File: src/hw/rtl/fpvd_pkg.sv
// Package: shared types and constants for the fixed-point vector distance block.
package fpvd_pkg;

  localparam int unsigned FracBitsDef = 8;
  localparam int unsigned MaxLenDef   = 256;

  localparam int unsigned SadW  = 24;
  localparam int unsigned SatW  = 25;
  localparam int unsigned SsqW  = 40;
  localparam int unsigned MaxW  = 16;
  localparam int unsigned DistW = 40;

  localparam logic [2:0] MetricManhattan = 3'd0;
  localparam logic [2:0] MetricChebyshev = 3'd1;
  localparam logic [2:0] MetricSqEuclid  = 3'd2;
  localparam logic [2:0] MetricEuclid    = 3'd3;
  localparam logic [2:0] MetricBray      = 3'd4;

  localparam logic [15:0] OutSat = 16'd32767;

  // Finished accumulator set handed from front to back
  typedef struct packed {
    logic [2:0]      metric;
    logic [SadW-1:0] sad;
    logic [SatW-1:0] sat;
    logic [SsqW-1:0] ssq;
    logic [MaxW-1:0] mad;
  } acc_t;

endpackage

File: src/hw/rtl/fixed_point_vector_distance.sv
// Top level: fixed-point vector distance, front accumulator and back metric unit.
//   channel | dir | signals
//   in      | in  | in_valid_i/in_ready_o, x_value_i, y_value_i, last_i
//   cfg     | in  | cfg_valid_i/cfg_ready_o, cfg_data_i (metric)
//   out     | out | out_valid_o/out_ready_i, distance_o
// Elements are taken one per cycle while the hand-off slot is free or draining;
// a finished vector waits in a one-entry queue. Direct metrics are registered;
// euclidean yields one root bit a cycle, bray-curtis one quotient bit a cycle.
// Reset clears accumulators, metric and all valid flags; no clearing pass.
module fixed_point_vector_distance #(
  parameter int unsigned FracBits = fpvd_pkg::FracBitsDef
) (
  input  logic                       clk_i,
  input  logic                       rst_ni,
  input  logic                       in_valid_i,
  output logic                       in_ready_o,
  input  logic signed [15:0]         x_value_i,
  input  logic signed [15:0]         y_value_i,
  input  logic                       last_i,
  input  logic                       cfg_valid_i,
  output logic                       cfg_ready_o,
  input  logic [2:0]                 cfg_data_i,
  output logic                       out_valid_o,
  input  logic                       out_ready_i,
  output logic [fpvd_pkg::DistW-1:0] distance_o
);

  logic [2:0] metric_q;
  logic acc_valid, acc_ready;
  fpvd_pkg::acc_t acc;

  // Metric register
  assign cfg_ready_o = 1'b1;
  always_ff @(posedge clk_i or negedge rst_ni) begin
    if (!rst_ni) begin
      metric_q <= fpvd_pkg::MetricManhattan;
    end else if (cfg_valid_i) begin
      metric_q <= cfg_data_i;
    end
  end

  fpvd_front u_front (
    .clk_i, .rst_ni, .in_valid_i, .in_ready_o, .x_value_i, .y_value_i, .last_i,
    .metric_i(metric_q), .acc_valid_o(acc_valid), .acc_ready_i(acc_ready), .acc_o(acc)
  );

  fpvd_back #(.FracBits(FracBits)) u_back (
    .clk_i, .rst_ni, .acc_valid_i(acc_valid), .acc_ready_o(acc_ready), .acc_i(acc),
    .out_valid_o, .out_ready_i, .distance_o
  );

endmodule

File: src/hw/rtl/fpvd_front.sv
// Front: accepts element pairs, accumulates, emits a finished set on last.
module fpvd_front (
  input  logic                  clk_i,
  input  logic                  rst_ni,
  input  logic                  in_valid_i,
  output logic                  in_ready_o,
  input  logic signed [15:0]    x_value_i,
  input  logic signed [15:0]    y_value_i,
  input  logic                  last_i,
  input  logic [2:0]            metric_i,
  output logic                  acc_valid_o,
  input  logic                  acc_ready_i,
  output fpvd_pkg::acc_t        acc_o
);

  logic [fpvd_pkg::SadW-1:0] sad_q, sad_d;
  logic [fpvd_pkg::SatW-1:0] sat_q, sat_d;
  logic [fpvd_pkg::SsqW-1:0] ssq_q, ssq_d;
  logic [fpvd_pkg::MaxW-1:0] mad_q, mad_d;
  logic [16:0] diff, tot;
  logic [16:0] ad, at;
  logic [33:0] sq;
  logic [fpvd_pkg::SadW:0] sad_sum;
  logic [fpvd_pkg::SatW:0] sat_sum;
  logic [fpvd_pkg::SsqW:0] ssq_sum;
  logic acc_valid_q;
  fpvd_pkg::acc_t acc_q;
  logic fire;

  // Front stalls only when the hand-off slot is full and not draining
  assign in_ready_o = !acc_valid_q || acc_ready_i;
  assign fire = in_valid_i && in_ready_o;

  // Element arithmetic
  always_comb begin
    diff = 17'({y_value_i[15], y_value_i}) - 17'({x_value_i[15], x_value_i});
    tot  = 17'({y_value_i[15], y_value_i}) + 17'({x_value_i[15], x_value_i});
    ad   = diff[16] ? 17'(-diff) : diff;
    at   = tot[16] ? 17'(-tot) : tot;
    sq   = 34'(ad) * 34'(ad);
    sad_sum = (fpvd_pkg::SadW+1)'(sad_q) + (fpvd_pkg::SadW+1)'(ad);
    sat_sum = (fpvd_pkg::SatW+1)'(sat_q) + (fpvd_pkg::SatW+1)'(at);
    ssq_sum = (fpvd_pkg::SsqW+1)'(ssq_q) + (fpvd_pkg::SsqW+1)'(sq);
    sad_d = sad_sum[fpvd_pkg::SadW] ? '1 : sad_sum[fpvd_pkg::SadW-1:0];
    sat_d = sat_sum[fpvd_pkg::SatW] ? '1 : sat_sum[fpvd_pkg::SatW-1:0];
    ssq_d = ssq_sum[fpvd_pkg::SsqW] ? '1 : ssq_sum[fpvd_pkg::SsqW-1:0];
    mad_d = (ad > 17'(mad_q)) ? ad[15:0] : mad_q;
  end

  // Accumulators; clear after the last item of a vector
  always_ff @(posedge clk_i or negedge rst_ni) begin
    if (!rst_ni) begin
      sad_q <= '0;
      sat_q <= '0;
      ssq_q <= '0;
      mad_q <= '0;
    end else if (fire) begin
      if (last_i) begin
        sad_q <= '0;
        sat_q <= '0;
        ssq_q <= '0;
        mad_q <= '0;
      end else begin
        sad_q <= sad_d;
        sat_q <= sat_d;
        ssq_q <= ssq_d;
        mad_q <= mad_d;
      end
    end
  end

  // One-entry hand-off queue
  always_ff @(posedge clk_i or negedge rst_ni) begin
    if (!rst_ni) begin
      acc_valid_q <= 1'b0;
    end else if (fire && last_i) begin
      acc_valid_q <= 1'b1;
    end else if (acc_ready_i) begin
      acc_valid_q <= 1'b0;
    end
  end

  always_ff @(posedge clk_i) begin
    if (fire && last_i) begin
      acc_q.metric <= metric_i;
      acc_q.sad    <= sad_d;
      acc_q.sat    <= sat_d;
      acc_q.ssq    <= ssq_d;
      acc_q.mad    <= mad_d;
    end
  end

  assign acc_valid_o = acc_valid_q;
  assign acc_o       = acc_q;

`ifndef NO_ASSERTIONS
  // Maximum never exceeds the absolute-difference sum while accumulating
  a_max_le_sum: assert property (@(posedge clk_i) disable iff (!rst_ni)
    24'(mad_q) <= sad_q || sad_q == '1)
    else $error("max above sum");
  // Last item always fills the hand-off slot
  a_last_fills: assert property (@(posedge clk_i) disable iff (!rst_ni)
    fire && last_i |=> acc_valid_q)
    else $error("last lost");
  // Absolute-difference and squared sums are clear after a last item
  a_clear: assert property (@(posedge clk_i) disable iff (!rst_ni)
    fire && last_i |=> sad_q == '0 && ssq_q == '0)
    else $error("no clear");
`endif

endmodule

File: src/hw/rtl/fpvd_back.sv
// Back: picks the metric, runs square root or division bit by bit, holds the result.
module fpvd_back #(
  parameter int unsigned FracBits = fpvd_pkg::FracBitsDef
) (
  input  logic                        clk_i,
  input  logic                        rst_ni,
  input  logic                        acc_valid_i,
  output logic                        acc_ready_o,
  input  fpvd_pkg::acc_t              acc_i,
  output logic                        out_valid_o,
  input  logic                        out_ready_i,
  output logic [fpvd_pkg::DistW-1:0]  distance_o
);

  localparam logic [1:0] StIdle = 2'd0;
  localparam logic [1:0] StSqrt = 2'd1;
  localparam logic [1:0] StDiv  = 2'd2;
  localparam logic [1:0] StOut  = 2'd3;
  localparam int unsigned NumW  = fpvd_pkg::SadW + FracBits;
  localparam int unsigned CntW  = $clog2(NumW + 1);

  logic [1:0] st_q, st_d;
  logic [CntW-1:0] cnt_q, cnt_d;
  // Square root working registers
  logic [41:0] rem_q, rem_d, res_q, res_d, bit_q, bit_d;
  // Divider working registers
  logic [NumW-1:0] num_q, num_d, quo_q, quo_d;
  logic [fpvd_pkg::SatW:0] part_q, part_d;
  logic [fpvd_pkg::SatW-1:0] den_q, den_d;
  logic [fpvd_pkg::DistW-1:0] dist_q, dist_d;
  logic [41:0] trial;
  logic [fpvd_pkg::SatW:0] shifted;
  fpvd_pkg::acc_t a;

  assign a = acc_i;
  assign acc_ready_o = (st_q == StIdle);
  assign out_valid_o = (st_q == StOut);
  assign distance_o  = dist_q;

  always_comb begin
    st_d = st_q; cnt_d = cnt_q;
    rem_d = rem_q; res_d = res_q; bit_d = bit_q;
    num_d = num_q; quo_d = quo_q; part_d = part_q; den_d = den_q;
    dist_d = dist_q;
    trial = res_q + bit_q;
    shifted = {part_q[fpvd_pkg::SatW-1:0], num_q[NumW-1]};
    unique case (st_q)
      StIdle: begin
        if (acc_valid_i) begin
          st_d = StOut;
          unique case (a.metric)
            fpvd_pkg::MetricManhattan: dist_d = 40'(a.sad);
            fpvd_pkg::MetricChebyshev:
              dist_d = (a.mad > fpvd_pkg::OutSat) ? 40'(fpvd_pkg::OutSat) : 40'(a.mad);
            fpvd_pkg::MetricSqEuclid: dist_d = a.ssq;
            fpvd_pkg::MetricEuclid: begin
              if (a.ssq > 40'(32'd1073676289)) begin
                dist_d = 40'(fpvd_pkg::OutSat);
              end else begin
                rem_d = 42'(a.ssq); res_d = '0; bit_d = 42'(1) << 30;
                st_d = StSqrt;
              end
            end
            fpvd_pkg::MetricBray: begin
              if (a.sat == '0) begin
                dist_d = '0;
              end else begin
                num_d = NumW'(a.sad) << FracBits;
                quo_d = '0; part_d = '0; den_d = a.sat;
                cnt_d = CntW'(NumW);
                st_d = StDiv;
              end
            end
            default: dist_d = '0;
          endcase
        end
      end
      // One result bit per cycle
      StSqrt: begin
        if (rem_q >= trial) begin
          rem_d = rem_q - trial;
          res_d = (res_q >> 1) + bit_q;
        end else begin
          res_d = res_q >> 1;
        end
        bit_d = bit_q >> 2;
        if (bit_q == 42'd1) begin
          dist_d = 40'(res_d);
          st_d = StOut;
        end
      end
      // Restoring division, one quotient bit per cycle
      StDiv: begin
        num_d = num_q << 1;
        if (shifted >= (fpvd_pkg::SatW+1)'(den_q)) begin
          part_d = shifted - (fpvd_pkg::SatW+1)'(den_q);
          quo_d = {quo_q[NumW-2:0], 1'b1};
        end else begin
          part_d = shifted;
          quo_d = {quo_q[NumW-2:0], 1'b0};
        end
        cnt_d = cnt_q - CntW'(1);
        if (cnt_q == CntW'(1)) begin
          dist_d = (quo_d > NumW'(fpvd_pkg::OutSat)) ? 40'(fpvd_pkg::OutSat)
                                                  : 40'(quo_d);
          st_d = StOut;
        end
      end
      StOut: begin
        if (out_ready_i) st_d = StIdle;
      end
      default: st_d = StIdle;
    endcase
  end

  always_ff @(posedge clk_i or negedge rst_ni) begin
    if (!rst_ni) begin
      st_q  <= StIdle;
      cnt_q <= '0;
    end else begin
      st_q  <= st_d;
      cnt_q <= cnt_d;
    end
  end

  always_ff @(posedge clk_i) begin
    rem_q <= rem_d; res_q <= res_d; bit_q <= bit_d;
    num_q <= num_d; quo_q <= quo_d; part_q <= part_d; den_q <= den_d;
    dist_q <= dist_d;
  end

`ifndef NO_ASSERTIONS
  // Result held until taken
  a_hold: assert property (@(posedge clk_i) disable iff (!rst_ni)
    out_valid_o && !out_ready_i |=> out_valid_o && $stable(distance_o))
    else $error("result dropped");
  // Divider count stays within range
  a_cnt: assert property (@(posedge clk_i) disable iff (!rst_ni)
    st_q == StDiv |-> cnt_q != '0)
    else $error("bad count");
  // Takes a set only when idle
  a_take: assert property (@(posedge clk_i) disable iff (!rst_ni)
    acc_ready_o |-> !out_valid_o)
    else $error("overlap");
`endif

endmodule

File: config.mk
export PLATFORM = sky130hd
export DESIGN_NAME = fixed_point_vector_distance
export DESIGN_NICKNAME = d
export VERILOG_FILES = /design/src/hw/rtl/fpvd_pkg.sv /design/src/hw/rtl/fixed_point_vector_distance.sv /design/src/hw/rtl/fpvd_front.sv /design/src/hw/rtl/fpvd_back.sv
export SDC_FILE = /design/constraint.sdc
export NUM_CORES = 2
export LEC_CHECK = 0
export BUFFER_PORTS_ARGS = -buffer_cell sky130_fd_sc_hd__buf_4
export CORE_MARGIN = 2
export CORE_UTILIZATION = 45
export DETAILED_ROUTE_END_ITERATION = 8
export PLACE_DENSITY_LB_ADDON = 0.12
export SLEW_MARGIN = 20
export SYNTH_ARGS = -nofsm -noshare
export SYNTH_HDL_FRONTEND = slang
export SYNTH_SLANG_ARGS = --single-unit
File: constraint.sdc
create_clock -name clk_i -period 24.5 [get_ports clk_i]
set_input_delay 1.225 -clock clk_i [delete_from_list [all_inputs] [get_ports clk_i]]
set_output_delay 1.225 -clock clk_i [all_outputs]
set_load 0.05 [all_outputs]
After elaboration in Yosys (flattened, before gate mapping). Cells that the tools add are included.

Register bits after elaboration: 504. Input bits: 41. Output and inout bits: 43. Word-level logic and storage cells: 140.

Add/subtract/negate cells: 12. Multipliers: 1. Order comparisons: 6. Equality and inequality tests: 20. Muxes and demuxes: 62. Bitwise gates (word level): 1. Reduce and logical (&&, ||, !) cells: 17.

Operators with widths (number): 42-bit 2-to-1 mux (11); 40-bit 2-to-1 mux (7); 42-bit case mux with 2 select lines (3); 40-bit case mux with 5 select lines (1); 32-bit 2-to-1 mux (5); 25-bit 2-to-1 mux (6); 40-bit case mux with 3 select lines (1); 31-bit 2-to-1 mux (3); 32-bit case mux with 2 select lines (1); 31-bit case mux with 2 select lines (1); 25-bit case mux with 2 select lines (1); 16-bit 2-to-1 mux (3); 24-bit 2-to-1 mux (2); 41-bit by 42-bit adder with 42-bit output (1); 42-bit adder (1); 42-bit by 1-bit == test with 1-bit output, second input constant (1); 42-bit greater-or-equal comparator (1); 42-bit subtractor (1); 40-bit by 34-bit adder with 41-bit output (1); 40-bit by 30-bit > comparator with 1-bit output, second input constant (1); 17-bit by 17-bit multiplier with 34-bit output (1); 17-bit 2-to-1 mux (2); 17-bit negation (2); 32-bit by 15-bit > comparator with 1-bit output, second input constant (1); other kinds (36) (61).

Longest topological paths before layout.
Word-level depth: 7. Mapped depth: 38. Mapped depth without buffers: 37.

By module. Synthesis repeated with hierarchy kept, for this count alone.

Cell total of the unflattened synthesis: 4050. Area total of the unflattened synthesis: 39580.5 um^2.

Modules (own cells, without submodules): fpvd_front (instances 1, cells each 2358, area an instance 22252.6 um^2, sequential area each 5895.7 um^2); fpvd_back (instances 1, cells each 1684, area an instance 17207.8 um^2, sequential area each 7557.2 um^2); fixed_point_vector_distance (instances 1, cells each 8, area an instance 120.1 um^2, sequential area each 75.1 um^2).

Least setup slack after synthesis. OpenSTA, ideal clock, no wires.

Path type: input -> register. Start: input port y_value_i[0]. End: register u_front.ssq_q[39] (netlist name). Setup time: 153 ps. Arrival time: 10182 ps. Data required time: 24347 ps. Slack: 14165 ps. Stages: 37. Buffers on the path: 3. Path through: inv_1 ha_1 fa_1 nand2b_1 a211oi_2 o2111ai_1 a31oi_1 a2bb2oi_2 clkbuf_1 nor2_1 xor2_1 inv_1 clkbuf_1 nand2_1 fa_1 xnor2_1 nor3_1 mux2_2 nor4_1 nand3_1 fa_1 fa_1 inv_1 fa_1 fa_1 inv_1 ha_1 nand2_1 o21ai_0 a221oi_1 o21a_1 o21ai_0 a21oi_1 o31ai_1 clkbuf_1 nor2_1 a311oi_1.

Word-level cells in the longest chain between the ends: 7.

Ends and longest elaborated chain: from (decl) (line fixed_point_vector_distance.sv:18) `input logic signed [15:0] y_value_i,`; 16-bit by 16-bit subtractor with 17-bit output (*) (line fpvd_front.sv:36) `diff = 17'({y_value_i[15], y_value_i}) - 17'({x_value_i[15], x_value_i});`; 17-bit negation (line fpvd_front.sv:38) `ad = diff[16] ? 17'(-diff) : diff;`; 17-bit 2-to-1 mux (*) (line fpvd_front.sv:38); 17-bit by 17-bit multiplier with 34-bit output (*) (line fpvd_front.sv:40) `sq = 34'(ad) * 34'(ad);`; 40-bit by 34-bit adder with 41-bit output (*) (line fpvd_front.sv:43) `ssq_sum = (fpvd_pkg::SsqW+1)'(ssq_q) + (fpvd_pkg::SsqW+1)'(sq);`; 40-bit 2-to-1 mux (*) (line fpvd_front.sv:46) `ssq_d = ssq_sum[fpvd_pkg::SsqW] ? '1 : ssq_sum[fpvd_pkg::SsqW-1:0];`; 40-bit 2-to-1 mux (*) (line fpvd_front.sv:58) `if (last_i) begin`; to (signal assigned) (line fpvd_front.sv:66) `ssq_q <= ssq_d;`; to (decl) (line fpvd_front.sv:18) `logic [fpvd_pkg::SsqW-1:0] ssq_q, ssq_d;`.

Mark *: on every way between the ends. The rest lies on a longest branch, timed or not. A chain may end at the register's enable or synchronous reset.

Worst setup path after layout.
Start: input port x_value_i[0]. End: register u_front.acc_q, in the netlist u_front.acc_o[38] (data pin).

Word-level cells in the longest chain between the ends: 6.

Ends and longest elaborated chain: from (decl) (line fixed_point_vector_distance.sv:17) `input logic signed [15:0] x_value_i,`; 16-bit by 16-bit subtractor with 17-bit output (*) (line fpvd_front.sv:36); 17-bit negation (line fpvd_front.sv:38); 17-bit 2-to-1 mux (*) (line fpvd_front.sv:38); 17-bit by 17-bit multiplier with 34-bit output (*) (line fpvd_front.sv:40); 40-bit by 34-bit adder with 41-bit output (*) (line fpvd_front.sv:43); 40-bit 2-to-1 mux (*) (line fpvd_front.sv:46); net u_front.ssq_d (one bit) (line fpvd_front.sv:18); to (decl) (line fpvd_front.sv:27) `fpvd_pkg::acc_t acc_q;`.

Mark *: on every way through the listed nets, which the timed path passes. The rest lies on a longest branch.

==> metrics <==
first-pass GRT wire length=around 170,000 microns; most frequent standard cell in the layout excluding fill and tap cells=sky130_fd_sc_hd__inv_1; share of post-route cells with drive strength above 1=approximately 8.4%; time the final worst path needs with I/O delays and setup=12,130 ps; share of the cycle needed by the critical path after routing=between 40% and 50%; wire length on met1=a little over 50,000 microns; critical path's top delay family=compound AO/OA/AOI/OAI gates; initial core utilization=45.3%; Inserted Clock Buffers=50; aggregate negative setup slack=0 ps; setup repair after global routing missed its margin=false; total congestion overflow=0; number of unique standard cell types used by synthesis=87; placeable core region=around 0.085 sq mm; clk root buf=sky130_fd_sc_hd__clkbuf_16; Most used DFF post-synth=sky130_fd_sc_hd__edfxtp_1; clock tree from TritonCTS=yes; number of sinks driven by the clock tree=470; status=finished, final reports clean; max-cap check violation count=0; Slew HR=roughly a quarter; Via-to-Cell Ratio=5.61; maximum number of pins on one net before global-route repair=between 60 and 70; Clock H-tree levels=2; multi-input logic area=around 0.023 sq mm; endpoint required time on the critical path=roughly 25,000 ps; sum of routed wire length over all layers=about 110,000 microns; antenna cells=0; number of enable flip-flop cells after synthesis=353; clock transition at the registers of the reported paths=approximately 60 ps; post-synthesis cell area=0.0385 sq mm; die boundary width=~300 microns; number of antenna violations at the first check in global routing=0; # Post-CTS Setup Buffers=0; combined buffer and inverter count along the critical path=4; average footprint of a synthesized cell=roughly 10 sq um; transition time at the pin with the least slew margin=1100 ps; kind of start point of the critical path=primary input; met2 wire length=~47,000 microns; maximum fanout encountered on the critical timing path=16; number of gates resized after CTS=0; area enclosed by the die boundary=approximately 0.09 sq mm; weighted congestion at the end of routability-driven global placement=roughly 0.9; top library cells by usage in the layout, fill and taps aside=476 x sky130_fd_sc_hd__inv_1, 353 x sky130_fd_sc_hd__edfxtp_1, 310 x sky130_fd_sc_hd__nand2_1; proportion of synthesized chip area in sequential cells=between 30% and 40%; NumNets Final=4,539; later-pin clock latency in the skew report=around 630 ps; most used cell, CP=sky130_fd_sc_hd__fa_1; Max Clock Skew=roughly 46 ps; met3 wirelength from detailed routing=approximately 5600 microns; Reg area=approximately 0.014 sq mm; Wirelength per Cell=roughly 20 microns; Chip Height=~300 microns; Max Transition Viols Final=0; Ys Warns=0; remaining number of nets flagged by the antenna check after routing=0; Final setup violation count=0; vias in the first global route=28.4k; vias=around 29k; Crit path largest cell delay=between 700 and 800 ps; worst setup slack after layout=between 10,000 and 15,000 ps; critical path type=primary input to flop; io pins=84; Row Count=roughly 110; aggregate global-route resource usage=about a quarter; # port buffers=82; number of iterations in the first detailed-routing pass=6; DR DRC count=0; DP Worst Slack=around 12,000 ps; fillcell total=approximately 7.9k; synthesized instance count=just under 4k; half-perimeter wire length after placement=79,900 microns; endpoint kind of the worst setup timing path=flop; type of the most critical hold path=flop to flop; highest routing layer actually used=met4; share of async-settable or async-resettable flops after synthesis=approximately a quarter; CP max stage cell=sky130_fd_sc_hd__or4_1; maximum clock frequency=between 0.08 and 0.09 GHz; area growth from synthesis to final layout=9.71%; number of endpoints with negative hold slack in the final report=0; flip-flop and latch count after synthesis=470; total of hold buffers inserted after clock tree synthesis=0; drt initial violations=2,321; maximum clock insertion buffer count=3; WP data arrival=12,420 ps
## cell type report
cell class / instances / area share (%)
Clock buffer: 60 / 3.19
Sequential cell: 470 / 32.0
Clock inverter: 33 / 1.11
Timing Repair Buffer: 120 / 2.14
Inverter: 484 / 4.31
Multi-Input combinational cell: 2840 / 53.9
Tap cell: 1144 / 3.39
## flip-flops by register name, indices dropped and copies added (netlist names)
register and count:
metric_q 3, u_back.bit_q 16, u_back.cnt_q 6, u_back.den_q 25, u_back.distance_o 40, u_back.num_q 24
u_back.part_q 25, u_back.quo_q 31, u_back.rem_q 42, u_back.res_q 42, u_back.st_q 2, u_front.acc_o 108
u_front.acc_valid_o 1, u_front.mad_q 16, u_front.sad_q 24, u_front.sat_q 25, u_front.ssq_q 40
## cells by family after synthesis
logic type,after synthesis,share of synthesized area (%)
AO/OA/AOI/OAI,889,15.8
flip-flops,470,35.1
AND/OR/NAND/NOR,1086,13.5
adder cells (fa/ha/maj),532,21.8
XOR/XNOR,232,5.27
other,2,0.0195
multiplexers,88,2.47
buffers and inverters,622,6.12
## Yosys cell counts, drive strengths merged (11+ instances only)
master   count  share of area, %
o21a        41              0.80
o31ai       23              0.45
a31o        17              0.39
or2         30              0.49
and3        42              0.68
a21o        74               1.4
o41ai       12              0.32
buf         24              0.30
or3         25              0.41
o32a        16              0.42
ha         301               9.8
nor3b       12              0.23
nand2b      46              0.75
nor4        33              0.55
o22ai       36              0.58
and2        64               1.0
o21ai      151               2.0
a211oi      59               1.2
nor2       302               2.9
o211ai      15              0.31
nand2      313               3.1
mux2        56               1.6
nand3       59              0.77
xor2       106               2.4
nand4       35              0.57
a21oi      196               2.5
fa         231                12
o2bb2ai     19              0.43
a22o        60               1.4
inv        480               4.7
edfxtp     353                28
dfrtp      117               7.6
o21bai      20              0.39
nor3        62              0.81
a21boi      11              0.21
a31oi       48              0.78
nor2b       32              0.52
clkbuf     114               1.1
mux2i       32              0.83
xnor2      126               2.9
## final timing paths
| kind | startpoint | to | slack (ps) | depth (start not counted) |
|---|---|---|---|---|
| hold / removal | u_front.acc_o[73] | u_back.den_q[17] | 430 | 0 |
| min in group asynchronous | rst_ni | u_front.sat_q[8] | 570 | 1 |
| setup / recovery | x_value_i[0] | u_front.acc_o[38] | 12380 | 35 |
| hold reg to reg | u_front.acc_o[73] | u_back.den_q[17] | 430 | 0 |
| max in group asynchronous | rst_ni | u_front.ssq_q[9] | 22570 | 2 |
| setup reg to reg | u_back.bit_q[2] | u_back.distance_o[21] | 17030 | 17 |
## routing by layer
layer,global-route usage [%],up-vias
li1,-,13900
met1,36.5,14200
met2,37.7,751
met3,2.72,115
met4,5.74,0
met5,0,-
## stage by stage
stage / area, sq um / util (%) / hold WS (ps) / cells
final: 42300 / 49.7 / 433 / 5151
after CTS: 42300 / 49.7 / 437 / 5151
after global placement: 40500 / 47.6 / 429 / 5058
after global routing: 42300 / 49.7 / 441 / 5151
after floorplan: 38600 / - / 421 / 3932
after detailed placement: 40500 / 47.6 / 433 / 5058
Power is not shown: default switching activity piles up to over one toggle a cycle in this logic, so the estimate is an artifact.
